<file path="src/sspq_pkg.sv">
// types and constants of the stable sorted priority queue
package sspq_pkg;

    localparam int CODE_W = 16;
    localparam int PRIO_W = 8;
    localparam int OCC_W  = 5;

    localparam logic [1:0] MODE_INSERT = 2'd0;
    localparam logic [1:0] MODE_APPEND = 2'd1;
    localparam logic [1:0] MODE_REMOVE = 2'd2;
    localparam logic [1:0] MODE_LIST   = 2'd3;

    localparam logic [1:0] STATUS_OK    = 2'd0;
    localparam logic [1:0] STATUS_EMPTY = 2'd1;
    localparam logic [1:0] STATUS_FULL  = 2'd2;

    typedef struct packed {
        logic [1:0]        mode;
        logic [CODE_W-1:0] item_code;
        logic [PRIO_W-1:0] item_priority;
    } cmd_item_t;

    typedef struct packed {
        logic [CODE_W-1:0] out_code;
        logic [PRIO_W-1:0] out_priority;
        logic [1:0]        status;
        logic              last;
        logic [OCC_W-1:0]  occupancy;
    } res_item_t;

    typedef struct packed {
        logic              valid;
        logic [CODE_W-1:0] code;
        logic [PRIO_W-1:0] prio;
    } entry_t;

    typedef enum logic [1:0] {
        OP_HOLD,
        OP_INSERT,
        OP_REMOVE,
        OP_ROTATE
    } cell_op_t;

    typedef struct packed {
        cell_op_t          op;
        logic              sorted;
        logic [CODE_W-1:0] code;
        logic [PRIO_W-1:0] prio;
    } cell_cmd_t;

    typedef enum logic {
        ST_IDLE,
        ST_LIST
    } ctrl_state_t;

endpackage

</file>
<file path="src/sspq_cell.sv">
// one slot of the queue: holds an entry and trades it with its neighbors
module sspq_cell (
    input  logic               clk,
    input  logic               rst_n,
    input  sspq_pkg::cell_cmd_t cmd,
    input  sspq_pkg::entry_t    left,
    input  sspq_pkg::entry_t    right,
    input  sspq_pkg::entry_t    head,
    input  logic               found_in,
    output sspq_pkg::entry_t    entry,
    output logic               found_out
);
    import sspq_pkg::*;

    logic              valid_reg;
    logic              valid_next;
    logic [CODE_W-1:0] code_reg;
    logic [CODE_W-1:0] code_next;
    logic [PRIO_W-1:0] prio_reg;
    logic [PRIO_W-1:0] prio_next;
    logic              hit;
    logic              tail;

    assign entry = '{valid: valid_reg, code: code_reg, prio: prio_reg};

    // first free slot, or for a sorted insert the first strictly greater one
    assign hit       = !valid_reg || (cmd.sorted && (prio_reg > cmd.prio));
    assign found_out = found_in || hit;
    assign tail      = valid_reg && !right.valid;

    always_comb
    begin
        valid_next = valid_reg;
        code_next  = code_reg;
        prio_next  = prio_reg;
        unique case (cmd.op)
            OP_HOLD:
            begin
            end
            OP_INSERT:
            begin
                if (found_in)
                begin
                    valid_next = left.valid;
                    code_next  = left.code;
                    prio_next  = left.prio;
                end
                else if (hit)
                begin
                    valid_next = 1'b1;
                    code_next  = cmd.code;
                    prio_next  = cmd.prio;
                end
            end
            OP_REMOVE:
            begin
                valid_next = right.valid;
                code_next  = right.code;
                prio_next  = right.prio;
            end
            OP_ROTATE:
            begin
                // the rear slot takes the front entry, the rest move forward
                if (tail)
                begin
                    valid_next = head.valid;
                    code_next  = head.code;
                    prio_next  = head.prio;
                end
                else
                begin
                    valid_next = right.valid;
                    code_next  = right.code;
                    prio_next  = right.prio;
                end
            end
            default:
            begin
            end
        endcase
    end

    always_ff @(posedge clk or negedge rst_n)
    begin
        if (!rst_n)
        begin
            valid_reg <= 1'b0;
        end
        else
        begin
            valid_reg <= valid_next;
        end
    end

    always_ff @(posedge clk)
    begin
        code_reg <= code_next;
        prio_reg <= prio_next;
    end

endmodule

</file>
<file path="src/stable_sorted_priority_queue_unit.sv">
// top level of the stable sorted priority queue: cell chain and control
//
//  channel | direction | payload    | handshake
//  cmd     | in        | cmd_item_t | cmd_valid / cmd_stall
//  res     | out       | res_item_t | res_valid / res_stall
//
// insert, append and remove each give one result
// a list of n entries gives n results, one a cycle while the output is not stalled, by rotating the chain
// no new item is taken while a list runs or a result waits in a stalled slot
// the result sits in an output register, valid in the cycle after the item is taken
// reset empties the queue at once; no clearing pass
module stable_sorted_priority_queue_unit #(
    parameter int DEPTH = 16
) (
    input  logic                clk,
    input  logic                rst_n,
    input  logic                cmd_valid,
    output logic                cmd_stall,
    input  sspq_pkg::cmd_item_t cmd,
    output logic                res_valid,
    input  logic                res_stall,
    output sspq_pkg::res_item_t res
);
    import sspq_pkg::*;

    localparam int CW = $clog2(DEPTH + 1);

    entry_t      cell_q [DEPTH];
    entry_t      left_e [DEPTH];
    entry_t      right_e[DEPTH];
    logic [DEPTH:0] found;
    cell_cmd_t   cell_cmd;

    ctrl_state_t state_reg;
    ctrl_state_t state_next;
    logic [CW-1:0] count_reg;
    logic [CW-1:0] count_next;
    logic [CW-1:0] rem_reg;
    logic [CW-1:0] rem_next;
    logic        res_valid_reg;
    logic        res_valid_next;
    res_item_t   res_reg;
    res_item_t   res_next;

    logic        out_free;
    logic        accept;

    assign found[0] = 1'b0;

    for (genvar i = 0; i < DEPTH; i++)
    begin : g_cell
        if (i == 0)
        begin : g_first
            assign left_e[i] = '0;
        end
        else
        begin : g_mid
            assign left_e[i] = cell_q[i-1];
        end
        if (i == DEPTH - 1)
        begin : g_last
            assign right_e[i] = '0;
        end
        else
        begin : g_inner
            assign right_e[i] = cell_q[i+1];
        end

        sspq_cell u_cell (
            .clk       (clk),
            .rst_n     (rst_n),
            .cmd       (cell_cmd),
            .left      (left_e[i]),
            .right     (right_e[i]),
            .head      (cell_q[0]),
            .found_in  (found[i]),
            .entry     (cell_q[i]),
            .found_out (found[i+1])
        );
    end

    assign out_free  = !res_valid_reg || !res_stall;
    assign cmd_stall = (state_reg != ST_IDLE) || !out_free;
    assign accept    = cmd_valid && !cmd_stall;
    assign res_valid = res_valid_reg;
    assign res       = res_reg;

    always_comb
    begin
        state_next      = state_reg;
        count_next      = count_reg;
        rem_next        = rem_reg;
        res_valid_next  = res_valid_reg && res_stall;
        res_next        = res_reg;
        cell_cmd.op     = OP_HOLD;
        cell_cmd.sorted = (cmd.mode == MODE_INSERT);
        cell_cmd.code   = cmd.item_code;
        cell_cmd.prio   = cmd.item_priority;
        unique case (state_reg)
            ST_IDLE:
            begin
                if (accept)
                begin
                    res_valid_next        = 1'b1;
                    res_next.out_code     = '0;
                    res_next.out_priority = '0;
                    res_next.status       = STATUS_OK;
                    res_next.last         = 1'b1;
                    unique case (cmd.mode)
                        MODE_INSERT, MODE_APPEND:
                        begin
                            if (count_reg == CW'(DEPTH))
                            begin
                                res_next.status = STATUS_FULL;
                            end
                            else
                            begin
                                cell_cmd.op = OP_INSERT;
                                count_next  = count_reg + 1'b1;
                            end
                        end
                        MODE_REMOVE:
                        begin
                            if (count_reg == '0)
                            begin
                                res_next.status = STATUS_EMPTY;
                            end
                            else
                            begin
                                res_next.out_code     = cell_q[0].code;
                                res_next.out_priority = cell_q[0].prio;
                                cell_cmd.op           = OP_REMOVE;
                                count_next            = count_reg - 1'b1;
                            end
                        end
                        MODE_LIST:
                        begin
                            if (count_reg == '0)
                            begin
                                res_next.status = STATUS_EMPTY;
                            end
                            else
                            begin
                                res_next.out_code     = cell_q[0].code;
                                res_next.out_priority = cell_q[0].prio;
                                res_next.last         = (count_reg == CW'(1));
                                cell_cmd.op           = OP_ROTATE;
                                rem_next              = count_reg - 1'b1;
                                if (count_reg != CW'(1))
                                begin
                                    state_next = ST_LIST;
                                end
                            end
                        end
                        default:
                        begin
                        end
                    endcase
                    res_next.occupancy = OCC_W'(count_next);
                end
            end
            ST_LIST:
            begin
                if (out_free)
                begin
                    res_valid_next        = 1'b1;
                    res_next.out_code     = cell_q[0].code;
                    res_next.out_priority = cell_q[0].prio;
                    res_next.status       = STATUS_OK;
                    res_next.last         = (rem_reg == CW'(1));
                    res_next.occupancy    = OCC_W'(count_reg);
                    cell_cmd.op           = OP_ROTATE;
                    rem_next              = rem_reg - 1'b1;
                    if (rem_reg == CW'(1))
                    begin
                        state_next = ST_IDLE;
                    end
                end
            end
            default:
            begin
            end
        endcase
    end

    always_ff @(posedge clk or negedge rst_n)
    begin
        if (!rst_n)
        begin
            state_reg     <= ST_IDLE;
            count_reg     <= '0;
            rem_reg       <= '0;
            res_valid_reg <= 1'b0;
        end
        else
        begin
            state_reg     <= state_next;
            count_reg     <= count_next;
            rem_reg       <= rem_next;
            res_valid_reg <= res_valid_next;
        end
    end

    always_ff @(posedge clk)
    begin
        res_reg <= res_next;
    end

endmodule

</file>
<file path="config.mk">
export PLATFORM = sky130hd
export DESIGN_NAME = stable_sorted_priority_queue_unit
export DESIGN_NICKNAME = d
export VERILOG_FILES = /design/src/sspq_pkg.sv /design/src/sspq_cell.sv /design/src/stable_sorted_priority_queue_unit.sv
export SDC_FILE = /design/constraint.sdc
export NUM_CORES = 1
export LEC_CHECK = 0
export BUFFER_PORTS_ARGS = -buffer_cell sky130_fd_sc_hd__buf_2
export CORE_MARGIN = 4
export CORE_UTILIZATION = 27
export CTS_CLUSTER_DIAMETER = 100
export DETAILED_ROUTE_END_ITERATION = 7
export PLACE_DENSITY = 0.49
export SYNTH_ARGS = -nofsm -noshare
export SYNTH_HDL_FRONTEND = slang
export SYNTH_HIERARCHICAL = 1
export SYNTH_SLANG_ARGS = --single-unit
</file>
<file path="constraint.sdc">
create_clock -name clk -period 16.35 [get_ports clk]
set_input_delay 0 -clock clk [delete_from_list [all_inputs] [get_ports clk]]
set_output_delay 0 -clock clk [all_outputs]
set_load 0.005 [all_outputs]
</file>
**Word-level counts from Yosys, hierarchy flattened**

Cells that the tools add are included.

- Bits in registers: 444
- Output and inout port bits: 34
- Word-level logic and storage cells: 441

- Add/subtract/negate cells: 3
- $lt $le $gt $ge: 16
- Equality and inequality tests: 31
- Multiplexer cells: 224
- Bitwise logic cells: 1
- Reduce and logical (&&, ||, !) cells: 109

Operators by type and width:

| operator | count |
|---|---|
| $pmux W16 S3 | 16 |
| $mux W16 | 47 |
| $pmux W8 S3 | 16 |
| $mux W8 | 47 |
| $gt A8 B8 Y1 | 16 |
| $mux W32 | 2 |
| $pmux W32 S2 | 1 |
| $mux W1 | 59 |
| $mux W24 | 2 |
| $pmux W1 S3 | 16 |
| $ne A3 B1 Y1 const B | 15 |
| $reduce_and A2 Y1 | 17 |
| $logic_and A1 B1 Y1 | 33 |
| $logic_or A1 B1 Y1 | 32 |
| $mux W5 | 6 |
| $logic_not A1 Y1 | 20 |
| $pmux W5 S2 | 2 |
| $eq A5 B1 Y1 const B | 2 |
| $mux W2 | 5 |
| $sub A5 B1 Y5 const B | 2 |
| $eq A2 B2 Y1 const B | 4 |
| $pmux W2 S2 | 2 |
| $ne A2 B1 Y1 const B | 3 |
| $ne A2 B2 Y1 const B | 3 |
| 13 further kinds | 16 |

**Logic depth before layout (Yosys ltp)**

Gate-level depths: netlist of run 1.

- Depth in word-level cells: 19
- Depth in mapped cells: 53

**By module**

The synthesis of run 1 kept the hierarchy.

Modules (own cells, without submodules):

| module | instances | cells each | area each (um2) |
|---|---|---|---|
| sspq_cell | 16 | 147 | 1677.9 |
| stable_sorted_priority_queue_unit | 1 | 194 | 2207.1 |

**Least setup slack after synthesis of run 1**

Ideal clock, no wire load.

- Path type: reg-to-reg
- Start point: reg g_cell[0].u_cell.prio_reg[5]
- End point: reg g_cell[15].u_cell.code_reg[0], enable pin
- Library setup time: 547 ps
- Arrival: 7768 ps
- Path slack: 8035 ps
- Stages on the path, launching flop included: 51
- Buffers on the path: 15
- Path through: edfxtp_1 > ha_1 > a211oi_1 > nor2_1 > o221ai_1 > nand3_1 > buf_4 > nor2b_1 > nand3_1 > buf_4 > nor2b_1 > nand3_1 > buf_4 > nor2b_1 > nand3_1 > buf_4 > nor2b_1 > nand3_1 > [15 not listed] > buf_4 > nor2b_1 > nand3_1 > buf_4 > nor2b_1 > nand3_1 > buf_4 > nor2b_1 > nand3_1 > buf_4 > nor2b_1 > nand3_1 > buf_4 > nor2b_1 > nand3_1 > buf_4 > nor2b_1 > a41oi_1

- Longest elaborated chain between the ends: 19

Ends and longest elaborated chain:

| item | line | text |
|---|---|---|
| start: declaration | sspq_cell.sv:19 | `logic [PRIO_W-1:0] prio_reg;` |
| start signal: assignment | sspq_cell.sv:98 | `prio_reg <= prio_next;` |
| $gt A8 B8 Y1 | sspq_cell.sv:27 | `assign hit = !valid_reg \|\| (cmd.sorted && (prio_reg > cmd.prio));` |
| $logic_and A1 B1 Y1 | sspq_cell.sv:27 |  |
| $logic_or A1 B1 Y1 | sspq_cell.sv:27 |  |
| net found[1] | stable_sorted_priority_queue_unit.sv:31 | `logic [DEPTH:0] found;` |
| $logic_or A1 B1 Y1 | sspq_cell.sv:28 | `assign found_out = found_in \|\| hit;` |
| net found[2] | stable_sorted_priority_queue_unit.sv:31 |  |
| $logic_or A1 B1 Y1 | sspq_cell.sv:28 |  |
| net found[3] | stable_sorted_priority_queue_unit.sv:31 |  |
| [1 not listed] | n/a |  |
| net found[4] | stable_sorted_priority_queue_unit.sv:31 |  |
| [1 not listed] | n/a |  |
| net found[5] | stable_sorted_priority_queue_unit.sv:31 |  |
| [1 not listed] | n/a |  |
| net found[6] | stable_sorted_priority_queue_unit.sv:31 |  |
| [1 not listed] | n/a |  |
| net found[7] | stable_sorted_priority_queue_unit.sv:31 |  |
| [1 not listed] | n/a |  |
| net found[8] | stable_sorted_priority_queue_unit.sv:31 |  |
| [1 not listed] | n/a |  |
| net found[9] | stable_sorted_priority_queue_unit.sv:31 |  |
| [1 not listed] | n/a |  |
| net found[10] | stable_sorted_priority_queue_unit.sv:31 |  |
| [1 not listed] | n/a |  |
| net found[11] | stable_sorted_priority_queue_unit.sv:31 |  |
| [1 not listed] | n/a |  |
| net found[12] | stable_sorted_priority_queue_unit.sv:31 |  |
| $logic_or A1 B1 Y1 | sspq_cell.sv:28 |  |
| net found[13] | stable_sorted_priority_queue_unit.sv:31 |  |
| $logic_or A1 B1 Y1 | sspq_cell.sv:28 |  |
| net found[14] | stable_sorted_priority_queue_unit.sv:31 |  |
| $logic_or A1 B1 Y1 | sspq_cell.sv:28 |  |
| net found[15] | stable_sorted_priority_queue_unit.sv:31 |  |
| $ne A3 B1 Y1 (no source line) | n/a |  |
| $reduce_and A2 Y1 (no source line) | n/a |  |
| end signal: assignment | sspq_cell.sv:97 | `code_reg <= code_next;` |
| end: declaration | sspq_cell.sv:17 | `logic [CODE_W-1:0] code_reg;` |

The timed path passes the listed nets, and every way through them passes these cells.
A chain may end at the register's enable or synchronous reset.

**Worst setup path in the final report of run 1**

- Start point: reg g_cell[0].u_cell.prio_reg[0]
- End point: reg g_cell[15].u_cell.prio_reg[5], enable pin

- Longest elaborated chain between the ends: 19

Ends and longest elaborated chain:

| item | line |
|---|---|
| $gt A8 B8 Y1 | sspq_cell.sv:27 |
| $logic_and A1 B1 Y1 | sspq_cell.sv:27 |
| $logic_or A1 B1 Y1 | sspq_cell.sv:27 |
| net found[1] | stable_sorted_priority_queue_unit.sv:31 |
| $logic_or A1 B1 Y1 | sspq_cell.sv:28 |
| net found[2] | stable_sorted_priority_queue_unit.sv:31 |
| $logic_or A1 B1 Y1 | sspq_cell.sv:28 |
| net found[3] | stable_sorted_priority_queue_unit.sv:31 |
| [1 not listed] | n/a |
| net found[4] | stable_sorted_priority_queue_unit.sv:31 |
| [1 not listed] | n/a |
| net found[5] | stable_sorted_priority_queue_unit.sv:31 |
| [1 not listed] | n/a |
| net found[6] | stable_sorted_priority_queue_unit.sv:31 |
| [1 not listed] | n/a |
| net found[7] | stable_sorted_priority_queue_unit.sv:31 |
| [1 not listed] | n/a |
| net found[8] | stable_sorted_priority_queue_unit.sv:31 |
| [1 not listed] | n/a |
| net found[9] | stable_sorted_priority_queue_unit.sv:31 |
| [1 not listed] | n/a |
| net found[10] | stable_sorted_priority_queue_unit.sv:31 |
| [1 not listed] | n/a |
| net found[11] | stable_sorted_priority_queue_unit.sv:31 |
| [1 not listed] | n/a |
| net found[12] | stable_sorted_priority_queue_unit.sv:31 |
| $logic_or A1 B1 Y1 | sspq_cell.sv:28 |
| net found[13] | stable_sorted_priority_queue_unit.sv:31 |
| $logic_or A1 B1 Y1 | sspq_cell.sv:28 |
| net found[14] | stable_sorted_priority_queue_unit.sv:31 |
| $logic_or A1 B1 Y1 | sspq_cell.sv:28 |
| net found[15] | stable_sorted_priority_queue_unit.sv:31 |
| $ne A3 B1 Y1 (no source line) | n/a |
| $reduce_and A2 Y1 (no source line) | n/a |
| end signal: assignment | sspq_cell.sv:98 |
| end: declaration | sspq_cell.sv:19 |

The timed path passes the listed nets, and every way through them passes these cells.

==> flow_summary.html, run 1 <==
<table>
<tr><th>Metric</th><th>Value</th></tr>
<tr><th colspan="2">Status</th></tr>
<tr><td>Status</td><td>completed</td></tr>
<tr><th colspan="2">Floorplan</th></tr>
<tr><td>Ports</td><td>64</td></tr>
<tr><td>Initial Utilization</td><td>a little over a quarter</td></tr>
<tr><td>Die footprint</td><td>0.113 mm2</td></tr>
<tr><td>Die Y</td><td>~340 um</td></tr>
<tr><td>Core area</td><td>0.107 mm2</td></tr>
<tr><td>Die X</td><td>roughly 340 um</td></tr>
<tr><td>Row count</td><td>120</td></tr>
<tr><th colspan="2">Placed design</th></tr>
<tr><td>HPWL after detailed placement</td><td>roughly 66 mm</td></tr>
<tr><td>Placement Cell Area</td><td>0.0305 mm2</td></tr>
<tr><td>Routability cong.</td><td>between 0.8 and 0.9</td></tr>
<tr><td>Cell count after placement</td><td>3943</td></tr>
<tr><td># port buffers</td><td>63</td></tr>
<tr><td>Placement Setup Slack</td><td>~2.2 ns</td></tr>
<tr><th colspan="2">Hold path</th></tr>
<tr><td>Hold Path Sink</td><td>g_cell[0].u_cell/code_reg[1]</td></tr>
<tr><td>Beginning of the worst hold path</td><td>cmd[9]</td></tr>
<tr><td>Class of the tightest hold or removal check</td><td>in2reg</td></tr>
<tr><td>Number of instances on the worst hold path</td><td>3</td></tr>
<tr><th colspan="2">Detailed routing</th></tr>
<tr><td>Mean number of vias per cell</td><td>5.52</td></tr>
<tr><td>Post-route DRC</td><td>0</td></tr>
<tr><td>Drt pass-1 iters</td><td>5</td></tr>
<tr><td>Via count of the routed design</td><td>~22k</td></tr>
<tr><td>Routed Wire Length</td><td>102 mm</td></tr>
<tr><td>Count of routing violations after the opening detailed-route iteration</td><td>2040</td></tr>
<tr><td>Post-route ant nets</td><td>0</td></tr>
<tr><td>WL per Instance</td><td>approximately 25 um</td></tr>
<tr><th colspan="2">Layout</th></tr>
<tr><td>Utilization of the core after routing</td><td>between 30 and 40%</td></tr>
<tr><td>Largest register FFs</td><td>256</td></tr>
<tr><td>Post-route cell area</td><td>0.0323 mm2</td></tr>
<tr><td>Leading cell types in the layout, fill and taps excluded</td><td>416 x sky130_fd_sc_hd__edfxtp_1, 386 x sky130_fd_sc_hd__mux2i_1, 352 x sky130_fd_sc_hd__a22oi_1, 326 x sky130_fd_sc_hd__o21ai_0, 137 x sky130_fd_sc_hd__inv_1</td></tr>
<tr><td>Proportion of layout cells with a drive suffix above 1</td><td>12.4%</td></tr>
<tr><td>Total Nets Final</td><td>2772</td></tr>
<tr><td>Final Instance Count excl. Fillers</td><td>4057</td></tr>
<tr><td>Area Overhead vs Synth</td><td>11.1%</td></tr>
<tr><td>Most frequent standard cell in the layout excluding fill and tap cells</td><td>sky130_fd_sc_hd__edfxtp_1</td></tr>
<tr><th colspan="2">Clocking</th></tr>
<tr><td>Largest buffer count on any clock path</td><td>3</td></tr>
<tr><td>Total CTS buffers</td><td>55</td></tr>
<tr><td>Clock-pin slew on the worst setup and hold paths</td><td>0.06 ns</td></tr>
<tr><td>Post CTS Setup Buffer Count</td><td>0</td></tr>
<tr><td>Root Driver</td><td>sky130_fd_sc_hd__clkbuf_16</td></tr>
<tr><td>TritonCTS clock tree</td><td>built</td></tr>
<tr><td>Sinks on the clock net</td><td>444</td></tr>
<tr><td>Number of H-tree branching levels</td><td>2</td></tr>
<tr><td>Clk Latency, worst-skew pair</td><td>~0.63 ns</td></tr>
<tr><th colspan="2">Global routing</th></tr>
<tr><td>Via count of the first global-routing pass</td><td>22.8k</td></tr>
<tr><td>First-pass GRT wire length</td><td>151 mm</td></tr>
<tr><td>Overall fraction of global-route tracks in use</td><td>17.5%</td></tr>
<tr><td>Antenna violations before repair</td><td>10</td></tr>
<tr><td>Aggregate global routing overflow</td><td>0</td></tr>
<tr><td>Largest net degree at the start of global routing</td><td>roughly 180</td></tr>
<tr><th colspan="2">STA</th></tr>
<tr><td>Slew Limit Fails</td><td>0</td></tr>
<tr><td>Period utilization</td><td>87.3%</td></tr>
<tr><td>Final hold viol count</td><td>0</td></tr>
<tr><td>Worst slack on hold paths</td><td>approximately 0.025 ns</td></tr>
<tr><td>TNS Setup</td><td>0 ns</td></tr>
<tr><td>Worst setup slack after layout</td><td>2.08 ns</td></tr>
<tr><td>Timing-limited maximum frequency</td><td>0.0701 GHz</td></tr>
<tr><td>Final setup violating endpoints</td><td>0</td></tr>
<tr><td>Unrepaired setup endpoints after global routing</td><td>false</td></tr>
<tr><td>Pin slew with the least headroom to its limit</td><td>around 1.2 ns</td></tr>
<tr><td>Worst setup skew after layout</td><td>0.0228 ns</td></tr>
<tr><td>Relative slew slack</td><td>18.3%</td></tr>
<tr><td>Clock period minus worst slack</td><td>14.27 ns</td></tr>
<tr><th colspan="2">Synthesis</th></tr>
<tr><td>Total number of yosys warnings</td><td>6</td></tr>
<tr><td>Mean Syn Cell Area</td><td>about 11 um2</td></tr>
<tr><td>Cell area after synthesis</td><td>0.0290 mm2</td></tr>
<tr><td>Gate count of the mapped netlist</td><td>2545</td></tr>
<tr><th colspan="2">Critical path</th></tr>
<tr><td>Endpoint class of the critical path</td><td>flip-flop</td></tr>
<tr><td>Arrival time at the worst endpoint</td><td>14.61 ns</td></tr>
<tr><td>Internal reg-to-reg setup slack</td><td>2.08 ns</td></tr>
<tr><td>Largest stage delay on the critical path</td><td>roughly 1.1 ns</td></tr>
<tr><td>FF-to-FF path depth</td><td>44</td></tr>
<tr><td>Req. time, crit path</td><td>16.69 ns</td></tr>
<tr><td>Kind of launch point of the worst setup path</td><td>flip-flop</td></tr>
<tr><td>Slowest cell on crit path</td><td>sky130_fd_sc_hd__edfxtp_1</td></tr>
<tr><td>Endpoint of the worst register-to-register path</td><td>g_cell[15].u_cell/prio_reg[5]</td></tr>
<tr><td>Launch instance of the worst register-to-register path</td><td>g_cell[0].u_cell/prio_reg[0]</td></tr>
<tr><td>Worst Path Class, Setup</td><td>reg2reg</td></tr>
<tr><td>Maximum fanout along the worst path</td><td>26</td></tr>
<tr><th colspan="2">Power</th></tr>
<tr><td>Final Power</td><td>6.22 mW</td></tr>
<tr><td>Worst ir drop on vdd</td><td>89.6 uV</td></tr>
<tr><td>Leakage</td><td>between 10 and 15 nW</td></tr>
<tr><td>Total power per unit cell area</td><td>193 mW/mm2</td></tr>
<tr><th colspan="2">Run</th></tr>
<tr><td>Total of max-cap violations</td><td>0</td></tr>
</table>
per-layer routing:
metal | track usage [%] | share of wire, %
met3 | 2.34 | 5.6
met5 | 0 | 0.038
met4 | 4.72 | 2.6
met1 | 24.4 | 46
met2 | 28.5 | 46
layout make-up:
class                      count  area (um2)
clock inverter                26         131
inverter                     153         614
clock buffer                  76        1480
sequential                   444       13200
fill                       11000       74600
timing repair buffer         138         931
antenna                        1        2.50
tap                         1403        1760
multi-input combinational   1816       14200
power by group:
part	internal, mW	switching, mW
clock	0.627	0.518
combinational	0.859	1.41
sequential	2.12	0.690
critical path, delay by kind of cell (launching register included):
kind,cells,cell delay [ns]
buffers and inverters,10,2.74
adder cells (fa/ha/maj),1,0.31
AO/OA/AOI/OAI,2,0.51
flip-flops,1,1.08
AND/OR/NAND/NOR,31,9.20
worst max path at each step:
stage	startpoint	endpoint	slack, ns	depth (start not counted)
final	g_cell[0].u_cell/prio_reg[0]	g_cell[15].u_cell/prio_reg[5]	2.08	44
after global routing	g_cell[0].u_cell/prio_reg[0]	g_cell[15].u_cell/code_reg[11]	1.16	44
after CTS	g_cell[0].u_cell/prio_reg[0]	g_cell[15].u_cell/prio_reg[5]	2.06	44
after detailed placement	g_cell[0].u_cell/prio_reg[0]	g_cell[15].u_cell/code_reg[8]	2.16	44
after global placement	g_cell[0].u_cell/prio_reg[0]	g_cell[15].u_cell/code_reg[9]	2.47	44
after floorplan	g_cell[0].u_cell/prio_reg[5]	g_cell[15].u_cell/code_reg[0]	8.08	50
what timing repair did:
item,CTS,global route
resized for setup,0,0
hold buffers,11,0
endpoints found under the setup margin,0,0
endpoints found under the hold margin,48,0
Note: power is estimated with default switching activity, not from simulation.
==> run 2, diff against run 1 <==
- CAP_MARGIN: not set -> 5
- HOLD_SLACK_MARGIN: not set -> 0.12
- SLEW_MARGIN: not set -> 25
==> run 2 against run 1 <==
Final area up 1.3%; critical path depth unchanged; clock skew down 0.00098 ns; combinational power up 3%; critical path type unchanged; largest power group unchanged.
==> flow_summary.html, run 2 (synthesis results as in run 1) <==
<table>
<tr><th>Metric</th><th>Value</th></tr>
<tr><th colspan="2">STA</th></tr>
<tr><td>Slew Limit Fails</td><td>0 (unchanged)</td></tr>
<tr><td>TNS Setup</td><td>0 ns (unchanged)</td></tr>
<tr><td>Final setup violating endpoints</td><td>0 (unchanged)</td></tr>
<tr><td>Period utilization</td><td>87.2% (-0.089 points)</td></tr>
<tr><td>Clock period minus worst slack</td><td>14.26 ns (-0.0145 ns)</td></tr>
<tr><td>Worst setup skew after layout</td><td>0.0218 ns (-0.000979 ns)</td></tr>
<tr><td>Unrepaired setup endpoints after global routing</td><td>false</td></tr>
<tr><td>Timing-limited maximum frequency</td><td>0.0701 GHz (+0.10%)</td></tr>
<tr><td>Worst setup slack after layout</td><td>2.09 ns (+0.0145 ns)</td></tr>
<tr><td>Relative slew slack</td><td>28.3% (+10 points)</td></tr>
<tr><td>Final hold viol count</td><td>0 (unchanged)</td></tr>
<tr><td>Pin slew with the least headroom to its limit</td><td>1.07 ns (-0.152 ns)</td></tr>
<tr><th colspan="2">Critical path</th></tr>
<tr><td>Worst Path Class, Setup</td><td>reg2reg</td></tr>
<tr><td>Maximum fanout along the worst path</td><td>26 (unchanged)</td></tr>
<tr><td>Largest stage delay on the critical path</td><td>0.95 ns (-0.13 ns)</td></tr>
<tr><td>Endpoint class of the critical path</td><td>flip-flop</td></tr>
<tr><td>Kind of launch point of the worst setup path</td><td>flip-flop</td></tr>
<tr><td>Arrival time at the worst endpoint</td><td>14.58 ns (-0.03 ns)</td></tr>
<tr><td>Req. time, crit path</td><td>16.67 ns (-0.02 ns)</td></tr>
<tr><td>Slowest cell on crit path</td><td>sky130_fd_sc_hd__edfxtp_1</td></tr>
<tr><th colspan="2">Clocking</th></tr>
<tr><td>Largest buffer count on any clock path</td><td>3 (unchanged)</td></tr>
<tr><td>TritonCTS clock tree</td><td>built</td></tr>
<tr><td>Clock-pin slew on the worst setup and hold paths</td><td>0.06 ns (about the same)</td></tr>
<tr><td>Sinks on the clock net</td><td>444 (unchanged)</td></tr>
<tr><td>Total CTS buffers</td><td>54 (-1.8%)</td></tr>
<tr><td>Count of hold-fix buffers inserted at cts</td><td>31 (+20)</td></tr>
<tr><td>Root Driver</td><td>sky130_fd_sc_hd__clkbuf_16</td></tr>
<tr><td>Post CTS Setup Buffer Count</td><td>0 (unchanged)</td></tr>
<tr><td>Number of H-tree branching levels</td><td>2 (unchanged)</td></tr>
<tr><td>Clk Latency, worst-skew pair</td><td>0.62 ns (about the same)</td></tr>
<tr><td>Post-CTS Resized</td><td>0 (unchanged)</td></tr>
<tr><th colspan="2">Global routing</th></tr>
<tr><td>Via count of the first global-routing pass</td><td>23.0k (+0.91%)</td></tr>
<tr><td>Aggregate global routing overflow</td><td>0 (unchanged)</td></tr>
<tr><td>Largest net degree at the start of global routing</td><td>183 (unchanged)</td></tr>
<tr><td>First-pass GRT wire length</td><td>151 mm (about the same)</td></tr>
<tr><td>Antenna violations before repair</td><td>9 (-1)</td></tr>
<tr><td>Overall fraction of global-route tracks in use</td><td>17.5% (-0.030 points)</td></tr>
<tr><th colspan="2">Layout</th></tr>
<tr><td>Largest register FFs</td><td>256 (unchanged)</td></tr>
<tr><td>Most frequent standard cell in the layout excluding fill and tap cells</td><td>sky130_fd_sc_hd__edfxtp_1</td></tr>
<tr><td>Proportion of layout cells with a drive suffix above 1</td><td>12.8% (+0.34 points)</td></tr>
<tr><td>Leading cell types in the layout, fill and taps excluded</td><td>416 x sky130_fd_sc_hd__edfxtp_1, 386 x sky130_fd_sc_hd__mux2i_1, 352 x sky130_fd_sc_hd__a22oi_1, 326 x sky130_fd_sc_hd__o21ai_0, 137 x sky130_fd_sc_hd__inv_1</td></tr>
<tr><td>Utilization of the core after routing</td><td>30.6% (+0.40 points)</td></tr>
<tr><td>Area Overhead vs Synth</td><td>12.5%</td></tr>
<tr><td>Filler Cell Count</td><td>11.0k (-0.34%)</td></tr>
<tr><td>Total Nets Final</td><td>2803 (+1.1%)</td></tr>
<tr><th colspan="2">Floorplan</th></tr>
<tr><td>Row count</td><td>120 (unchanged)</td></tr>
<tr><td>Die X</td><td>336 um (unchanged)</td></tr>
<tr><td>Die Y</td><td>336 um (unchanged)</td></tr>
<tr><td>Ports</td><td>64 (unchanged)</td></tr>
<tr><td>Initial Utilization</td><td>27.2% (unchanged)</td></tr>
<tr><td>Core area</td><td>0.107 mm2 (unchanged)</td></tr>
<tr><td>Die footprint</td><td>0.113 mm2 (unchanged)</td></tr>
<tr><th colspan="2">Detailed routing</th></tr>
<tr><td>Post-route DRC</td><td>0 (unchanged)</td></tr>
<tr><td>Drt pass-1 iters</td><td>5 (unchanged)</td></tr>
<tr><td>Via count of the routed design</td><td>22.5k (+0.68%)</td></tr>
<tr><td>Count of routing violations after the opening detailed-route iteration</td><td>1960 (-3.9%)</td></tr>
<tr><td>WL per Instance</td><td>24.9 um (-0.77%)</td></tr>
<tr><td>Post-route ant nets</td><td>0 (unchanged)</td></tr>
<tr><td>Mean number of vias per cell</td><td>5.51 (-0.20%)</td></tr>
<tr><td>Routed Wire Length</td><td>102 mm (+0.11%)</td></tr>
<tr><th colspan="2">Power</th></tr>
<tr><td>Part of the power in registers</td><td>44.2% (-0.9 points)</td></tr>
<tr><td>Pint</td><td>3.65 mW (+1.3%)</td></tr>
<tr><td>Switching part of the total</td><td>41.8% (-0.30 points)</td></tr>
<tr><td>Total power per unit cell area</td><td>192 mW/mm2 (-0.52%)</td></tr>
<tr><td>Share of power burned in combinational logic</td><td>37.3% (+0.8 points)</td></tr>
<tr><td>Total net switching power</td><td>2.62 mW (about the same)</td></tr>
<tr><td>Leakage</td><td>14.0 nW (+1.4%)</td></tr>
<tr><td>Final Power</td><td>6.27 mW (+0.80%)</td></tr>
<tr><td>Clock share of power</td><td>18.5% (about the same)</td></tr>
<tr><td>Worst ir drop on vdd</td><td>96.6 uV (+7.9%)</td></tr>
<tr><th colspan="2">Placed design</th></tr>
<tr><td># port buffers</td><td>63 (unchanged)</td></tr>
<tr><td>Routability cong.</td><td>0.857 (unchanged)</td></tr>
<tr><td>HPWL after detailed placement</td><td>66.8 mm (+1.2%)</td></tr>
<tr><td>Placement Setup Slack</td><td>2.20 ns (+0.0494 ns)</td></tr>
<tr><th colspan="2">Run</th></tr>
<tr><td>Total of max-cap violations</td><td>0 (unchanged)</td></tr>
<tr><th colspan="2">Status</th></tr>
<tr><td>Status</td><td>completed</td></tr>
<tr><th colspan="2">Hold path</th></tr>
<tr><td>Class of the tightest hold or removal check</td><td>in2reg</td></tr>
</table>
==> run 2: worst paths after layout <==
path,cells after the start,end,from,slack [ns]
min in group asynchronous,4,g_cell[8].u_cell/valid_reg,rst_n,0.41
worst min register to register,2,g_cell[14].u_cell/code_reg[7],g_cell[15].u_cell/code_reg[7],0.54
worst min-delay path,4,g_cell[12].u_cell/prio_reg[4],cmd[4],0.27
worst max-delay path,44,g_cell[15].u_cell/code_reg[4],g_cell[0].u_cell/prio_reg[5],2.09
max in group asynchronous,4,g_cell[2].u_cell/valid_reg,rst_n,15.72
worst max register to register,44,g_cell[15].u_cell/code_reg[4],g_cell[0].u_cell/prio_reg[5],2.09
==> run 2: per-stage QoR <==
step / cell area [um2] / hold slack (ns) / instances
2_1_floorplan: 29200 / -0.296 / 2597
3_3_place_gp: 30500 / 0.185 / 3943
3_5_place_dp: 30700 / 0.176 / 3953
4_1_cts: 32700 / 0.224 / 4086
5_1_grt: 32700 / 0.267 / 4089
6_report: 32700 / 0.267 / 4093
==> run 2: power by group through the flow <==
stage          sequential (mW)  clock, mW  combinational [mW]
2_1_floorplan             2.49          0                1.68
3_3_place_gp              2.82          0                2.22
3_5_place_dp              2.79          0                2.29
4_1_cts                   2.77       1.18                2.31
5_1_grt                   2.83       1.23                2.59
6_report                  2.77       1.16                2.34
==> run 2: layout make-up <==
| cell class | count | area, um2 | share of cell area [%] |
|---|---|---|---|
| clock buffers | 73 | 1440 | 4.42 |
| clock inverters | 29 | 196 | 0.601 |
| well taps | 1403 | 1760 | 5.37 |
| multi-input cells | 1816 | 14200 | 43.3 |
| repair buffers | 170 | 1310 | 4.02 |
| flip-flops and latches | 444 | 13200 | 40.4 |
| inverters | 153 | 614 | 1.88 |
| diodes | 5 | 12.5 | 0.0383 |
==> run 2: worst max-delay path: cells and delay by family (launching register included) <==
kind                       cells  cell delay (ns)
and+or+nand+nor               31             9.17
buffers and inverters          9             2.65
DFF                            1             0.95
AOI/OAI and AO/OA              3             0.70
adders and majority gates      1             0.39
==> run 2: metal layers <==
layer | GRT usage, % | up-vias | share of wire [%]
met3 | 2.43 | 140 | 5.7
li1 | - | 10200 | -
met1 | 24.3 | 11500 | 46
met4 | 4.87 | 2 | 2.8
met5 | 0 | - | 0.013
met2 | 28.4 | 714 | 46
==> run 3, diff against run 2 <==
- CORE_ASPECT_RATIO: not set -> 0.6
- CORE_MARGIN: 4 -> 2
==> run 3 against run 2 <==
Sequential share of layout area grew 0.35 points; clock power is essentially flat; via count shrank 1.9%; routed wire length shrank 4.8%; critical path depth grew 1; die area shrank 2.3%; worst setup slack lost 0.24 ns; critical endpoint is now g_cell[15].u_cell/prio_reg[0]; sequential cell count is the same.
==> flow_summary.html, run 3 (synthesis results as in run 1) <==
<table>
<tr><th>Metric</th><th>Value</th></tr>
<tr><th colspan="2">Global routing</th></tr>
<tr><td>Antenna violations before repair</td><td>0 (-9)</td></tr>
<tr><td>Largest net degree at the start of global routing</td><td>178 (-2.7%)</td></tr>
<tr><td>Overall fraction of global-route tracks in use</td><td>17.2% (-0.26 points)</td></tr>
<tr><td>Aggregate global routing overflow</td><td>0 (unchanged)</td></tr>
<tr><td>Via count of the first global-routing pass</td><td>21.2k (-7.6%)</td></tr>
<tr><td>First-pass GRT wire length</td><td>146 mm (-3.6%)</td></tr>
<tr><th colspan="2">Detailed routing</th></tr>
<tr><td>Routed Wire Length</td><td>97.1 mm (-4.8%)</td></tr>
<tr><td>Detailed route wirelength on metal2</td><td>33.9 mm (-27%)</td></tr>
<tr><td>Post-route DRC</td><td>0 (unchanged)</td></tr>
<tr><td>Met1 wire length</td><td>52.7 mm (+13%)</td></tr>
<tr><td>Via count of the routed design</td><td>22.1k (-1.9%)</td></tr>
<tr><td>Top routing layer in use</td><td>met4</td></tr>
<tr><td>Met3 wirelength from detailed routing</td><td>9.35 mm (+62%)</td></tr>
<tr><td>Mean number of vias per cell</td><td>5.42 (-1.6%)</td></tr>
<tr><td>Drt pass-1 iters</td><td>6 (+1)</td></tr>
<tr><td>Count of routing violations after the opening detailed-route iteration</td><td>2639 (+35%)</td></tr>
<tr><td>WL per Instance</td><td>23.8 um (-4.4%)</td></tr>
<tr><td>Post-route ant nets</td><td>0 (unchanged)</td></tr>
<tr><th colspan="2">Clocking</th></tr>
<tr><td>Sinks on the clock net</td><td>444 (unchanged)</td></tr>
<tr><td>Root Driver</td><td>sky130_fd_sc_hd__clkbuf_16</td></tr>
<tr><td>Clock-pin slew on the worst setup and hold paths</td><td>0.07 ns (about the same)</td></tr>
<tr><td>Post-CTS Resized</td><td>0 (unchanged)</td></tr>
<tr><td>Total CTS buffers</td><td>47 (-13%)</td></tr>
<tr><td>Largest buffer count on any clock path</td><td>3 (unchanged)</td></tr>
<tr><td>Number of H-tree branching levels</td><td>2 (unchanged)</td></tr>
<tr><td>Clk Latency, worst-skew pair</td><td>0.64 ns (+0.02 ns)</td></tr>
<tr><td>TritonCTS clock tree</td><td>built</td></tr>
<tr><th colspan="2">Critical path</th></tr>
<tr><td>Req. time, crit path</td><td>16.69 ns (+0.02 ns)</td></tr>
<tr><td>FF-to-FF path depth</td><td>45 (+2.3%)</td></tr>
<tr><td>Stages on worst setup path</td><td>45 (+2.3%)</td></tr>
<tr><td>Slowest cell on crit path</td><td>sky130_fd_sc_hd__edfxtp_1</td></tr>
<tr><td>Cell type with the highest occurrence count on the critical path</td><td>sky130_fd_sc_hd__nor2b_1</td></tr>
<tr><td>Top Family by Delay on Critical Path</td><td>simple AND/OR/NAND/NOR gates</td></tr>
<tr><td>Kind of launch point of the worst setup path</td><td>flip-flop</td></tr>
<tr><td>Arrival time at the worst endpoint</td><td>14.84 ns (+0.26 ns)</td></tr>
<tr><td>Largest stage delay on the critical path</td><td>1.10 ns (+0.15 ns)</td></tr>
<tr><td>Worst Path Class, Setup</td><td>reg2reg</td></tr>
<tr><td>Number of buffers and inverters on the critical path</td><td>10 (+1)</td></tr>
<tr><td>Maximum fanout along the worst path</td><td>26 (unchanged)</td></tr>
<tr><td>Endpoint class of the critical path</td><td>flip-flop</td></tr>
<tr><th colspan="2">Floorplan</th></tr>
<tr><td>Core area</td><td>0.107 mm2 (about the same)</td></tr>
<tr><td>Die Y</td><td>258 um (-23%)</td></tr>
<tr><td>Die footprint</td><td>0.110 mm2 (-2.3%)</td></tr>
<tr><td>Initial Utilization</td><td>27.2% (about the same)</td></tr>
<tr><td>Ports</td><td>64 (unchanged)</td></tr>
<tr><td>Row count</td><td>93 (-23%)</td></tr>
<tr><td>Die X</td><td>427 um (+27%)</td></tr>
<tr><th colspan="2">Layout</th></tr>
<tr><td>Area Overhead vs Synth</td><td>11.6%</td></tr>
<tr><td>Proportion of layout cells with a drive suffix above 1</td><td>12.0% (-0.79 points)</td></tr>
<tr><td>Largest register FFs</td><td>256 (unchanged)</td></tr>
<tr><td>Leading cell types in the layout, fill and taps excluded</td><td>416 x sky130_fd_sc_hd__edfxtp_1, 386 x sky130_fd_sc_hd__mux2i_1, 352 x sky130_fd_sc_hd__a22oi_1, 326 x sky130_fd_sc_hd__o21ai_0, 137 x sky130_fd_sc_hd__inv_1</td></tr>
<tr><td>Most frequent standard cell in the layout excluding fill and tap cells</td><td>sky130_fd_sc_hd__edfxtp_1</td></tr>
<tr><td>Count of inserted antenna diode cells</td><td>0 (-5)</td></tr>
<tr><td>Post-route cell area</td><td>0.0324 mm2 (-0.86%)</td></tr>
<tr><td>Total Nets Final</td><td>2779 (-0.86%)</td></tr>
<tr><th colspan="2">STA</th></tr>
<tr><td>Slew Limit Fails</td><td>0 (unchanged)</td></tr>
<tr><td>Unrepaired setup endpoints after global routing</td><td>false</td></tr>
<tr><td>TNS Setup</td><td>0 ns (unchanged)</td></tr>
<tr><td>Timing-limited maximum frequency</td><td>0.0690 GHz (-1.7%)</td></tr>
<tr><td>Clock period minus worst slack</td><td>14.50 ns (+0.242 ns)</td></tr>
<tr><td>Worst setup skew after layout</td><td>0.0311 ns (+0.00923 ns)</td></tr>
<tr><td>Pin slew with the least headroom to its limit</td><td>1.15 ns (+0.0714 ns)</td></tr>
<tr><td>Final hold viol count</td><td>0 (unchanged)</td></tr>
<tr><td>Final setup violating endpoints</td><td>0 (unchanged)</td></tr>
<tr><td>Period utilization</td><td>88.7% (+1.5 points)</td></tr>
<tr><td>Relative slew slack</td><td>23.6% (-4.7 points)</td></tr>
<tr><th colspan="2">Placed design</th></tr>
<tr><td>Routability cong.</td><td>0.822 (-4.1%)</td></tr>
<tr><td>Placement Cell Area</td><td>0.0305 mm2 (-0.57%)</td></tr>
<tr><td>HPWL after detailed placement</td><td>67.9 mm (+1.6%)</td></tr>
<tr><td># port buffers</td><td>63 (unchanged)</td></tr>
<tr><th colspan="2">Power</th></tr>
<tr><td>Leakage</td><td>13.8 nW (-1.1%)</td></tr>
<tr><td>Worst ir drop on vdd</td><td>97.4 uV (+0.82%)</td></tr>
<tr><td>Total power per unit cell area</td><td>193 mW/mm2 (+0.86%)</td></tr>
<tr><th colspan="2">Hold path</th></tr>
<tr><td>Number of instances on the worst hold path</td><td>4 (unchanged)</td></tr>
<tr><td>Class of the tightest hold or removal check</td><td>in2reg</td></tr>
<tr><th colspan="2">Run</th></tr>
<tr><td>Total of max-cap violations</td><td>0 (unchanged)</td></tr>
<tr><th colspan="2">Status</th></tr>
<tr><td>Status</td><td>completed</td></tr>
</table>
-- run 3: cell types whose count changed in the layout (fill, tap and decap cells not counted), sizes merged --
cell	previous run	this run
clkinv	27	10
bufinv	2	4
diode	5	0
buf	140	129
dlygate4sd3	30	24
clkbuf	73	71
inv	153	155
-- run 3: worst register-to-register path, delay by kind of cell, from the launching register on --
kind	cells	cell delay [ns]
DFF	1	1.10
adders and majority gates	1	0.42
buffers and inverters	10	2.91
AOI/OAI and AO/OA	3	0.50
and+or+nand+nor	31	9.30
-- run 3: path summary, 6_finish.rpt --
path / start / endpoint / slack (ns)
hold / removal: cmd[4] / g_cell[0].u_cell/prio_reg[4] / 0.18
min in group asynchronous: rst_n / g_cell[15].u_cell/valid_reg / 0.36
hold reg to reg: g_cell[15].u_cell/code_reg[14] / g_cell[14].u_cell/code_reg[14] / 0.55
setup / recovery: g_cell[0].u_cell/prio_reg[1] / g_cell[15].u_cell/prio_reg[0] / 1.85
max in group asynchronous: rst_n / g_cell[0].u_cell/valid_reg / 15.69
setup reg to reg: g_cell[0].u_cell/prio_reg[1] / g_cell[15].u_cell/prio_reg[0] / 1.85
-- run 3: timing repair --
item	CTS	global route
hold buffers	25	0
hold endpoints to repair	302	0
buffers inserted	0	0
-- run 3: through the flow --
stage | utilization (%) | power [mW] | hold WS, ns | std cells | setup WS [ns]
2_1_floorplan | - | 4.17 | -0.296 | 2597 | 8.08
3_3_place_gp | 28.5 | 5.02 | 0.190 | 3953 | 1.86
3_5_place_dp | 28.5 | 5.06 | 0.170 | 3959 | 1.60
4_1_cts | 30.2 | 6.21 | 0.131 | 4071 | 1.51
5_1_grt | 30.3 | 6.67 | 0.199 | 4078 | 0.668
6_report | 30.3 | 6.27 | 0.178 | 4078 | 1.85
-- run 3: power breakdown --
group,leakage [nW],total [mW],internal [mW],switching [mW]
Sequential,4.62,2.86,2.12,0.743
Combinational,8.45,2.27,0.883,1.39
Clock,0.737,1.14,0.621,0.515
-- run 3: area by class of cell --
| cell class | count | area, um2 |
|---|---|---|
| Timing Repair Buffer | 153 | 1160 |
| Clock buffer | 71 | 1310 |
| Clock inverter | 16 | 221 |
| Inverter | 153 | 614 |
| Fill cell | 10900 | 74500 |
| Sequential cell | 444 | 13200 |
| Tap cell | 1425 | 1780 |
| Multi-Input combinational cell | 1816 | 14100 |
-- run 3: layer usage --
| layer | vias to the layer above | global-route usage (%) |
|---|---|---|
| met1 | 10900 | 30.0 |
| li1 | 10100 | - |
| met2 | 975 | 20.0 |
| met4 | 0 | 2.60 |
| met5 | - | 0 |
| met3 | 66 | 4.16 |
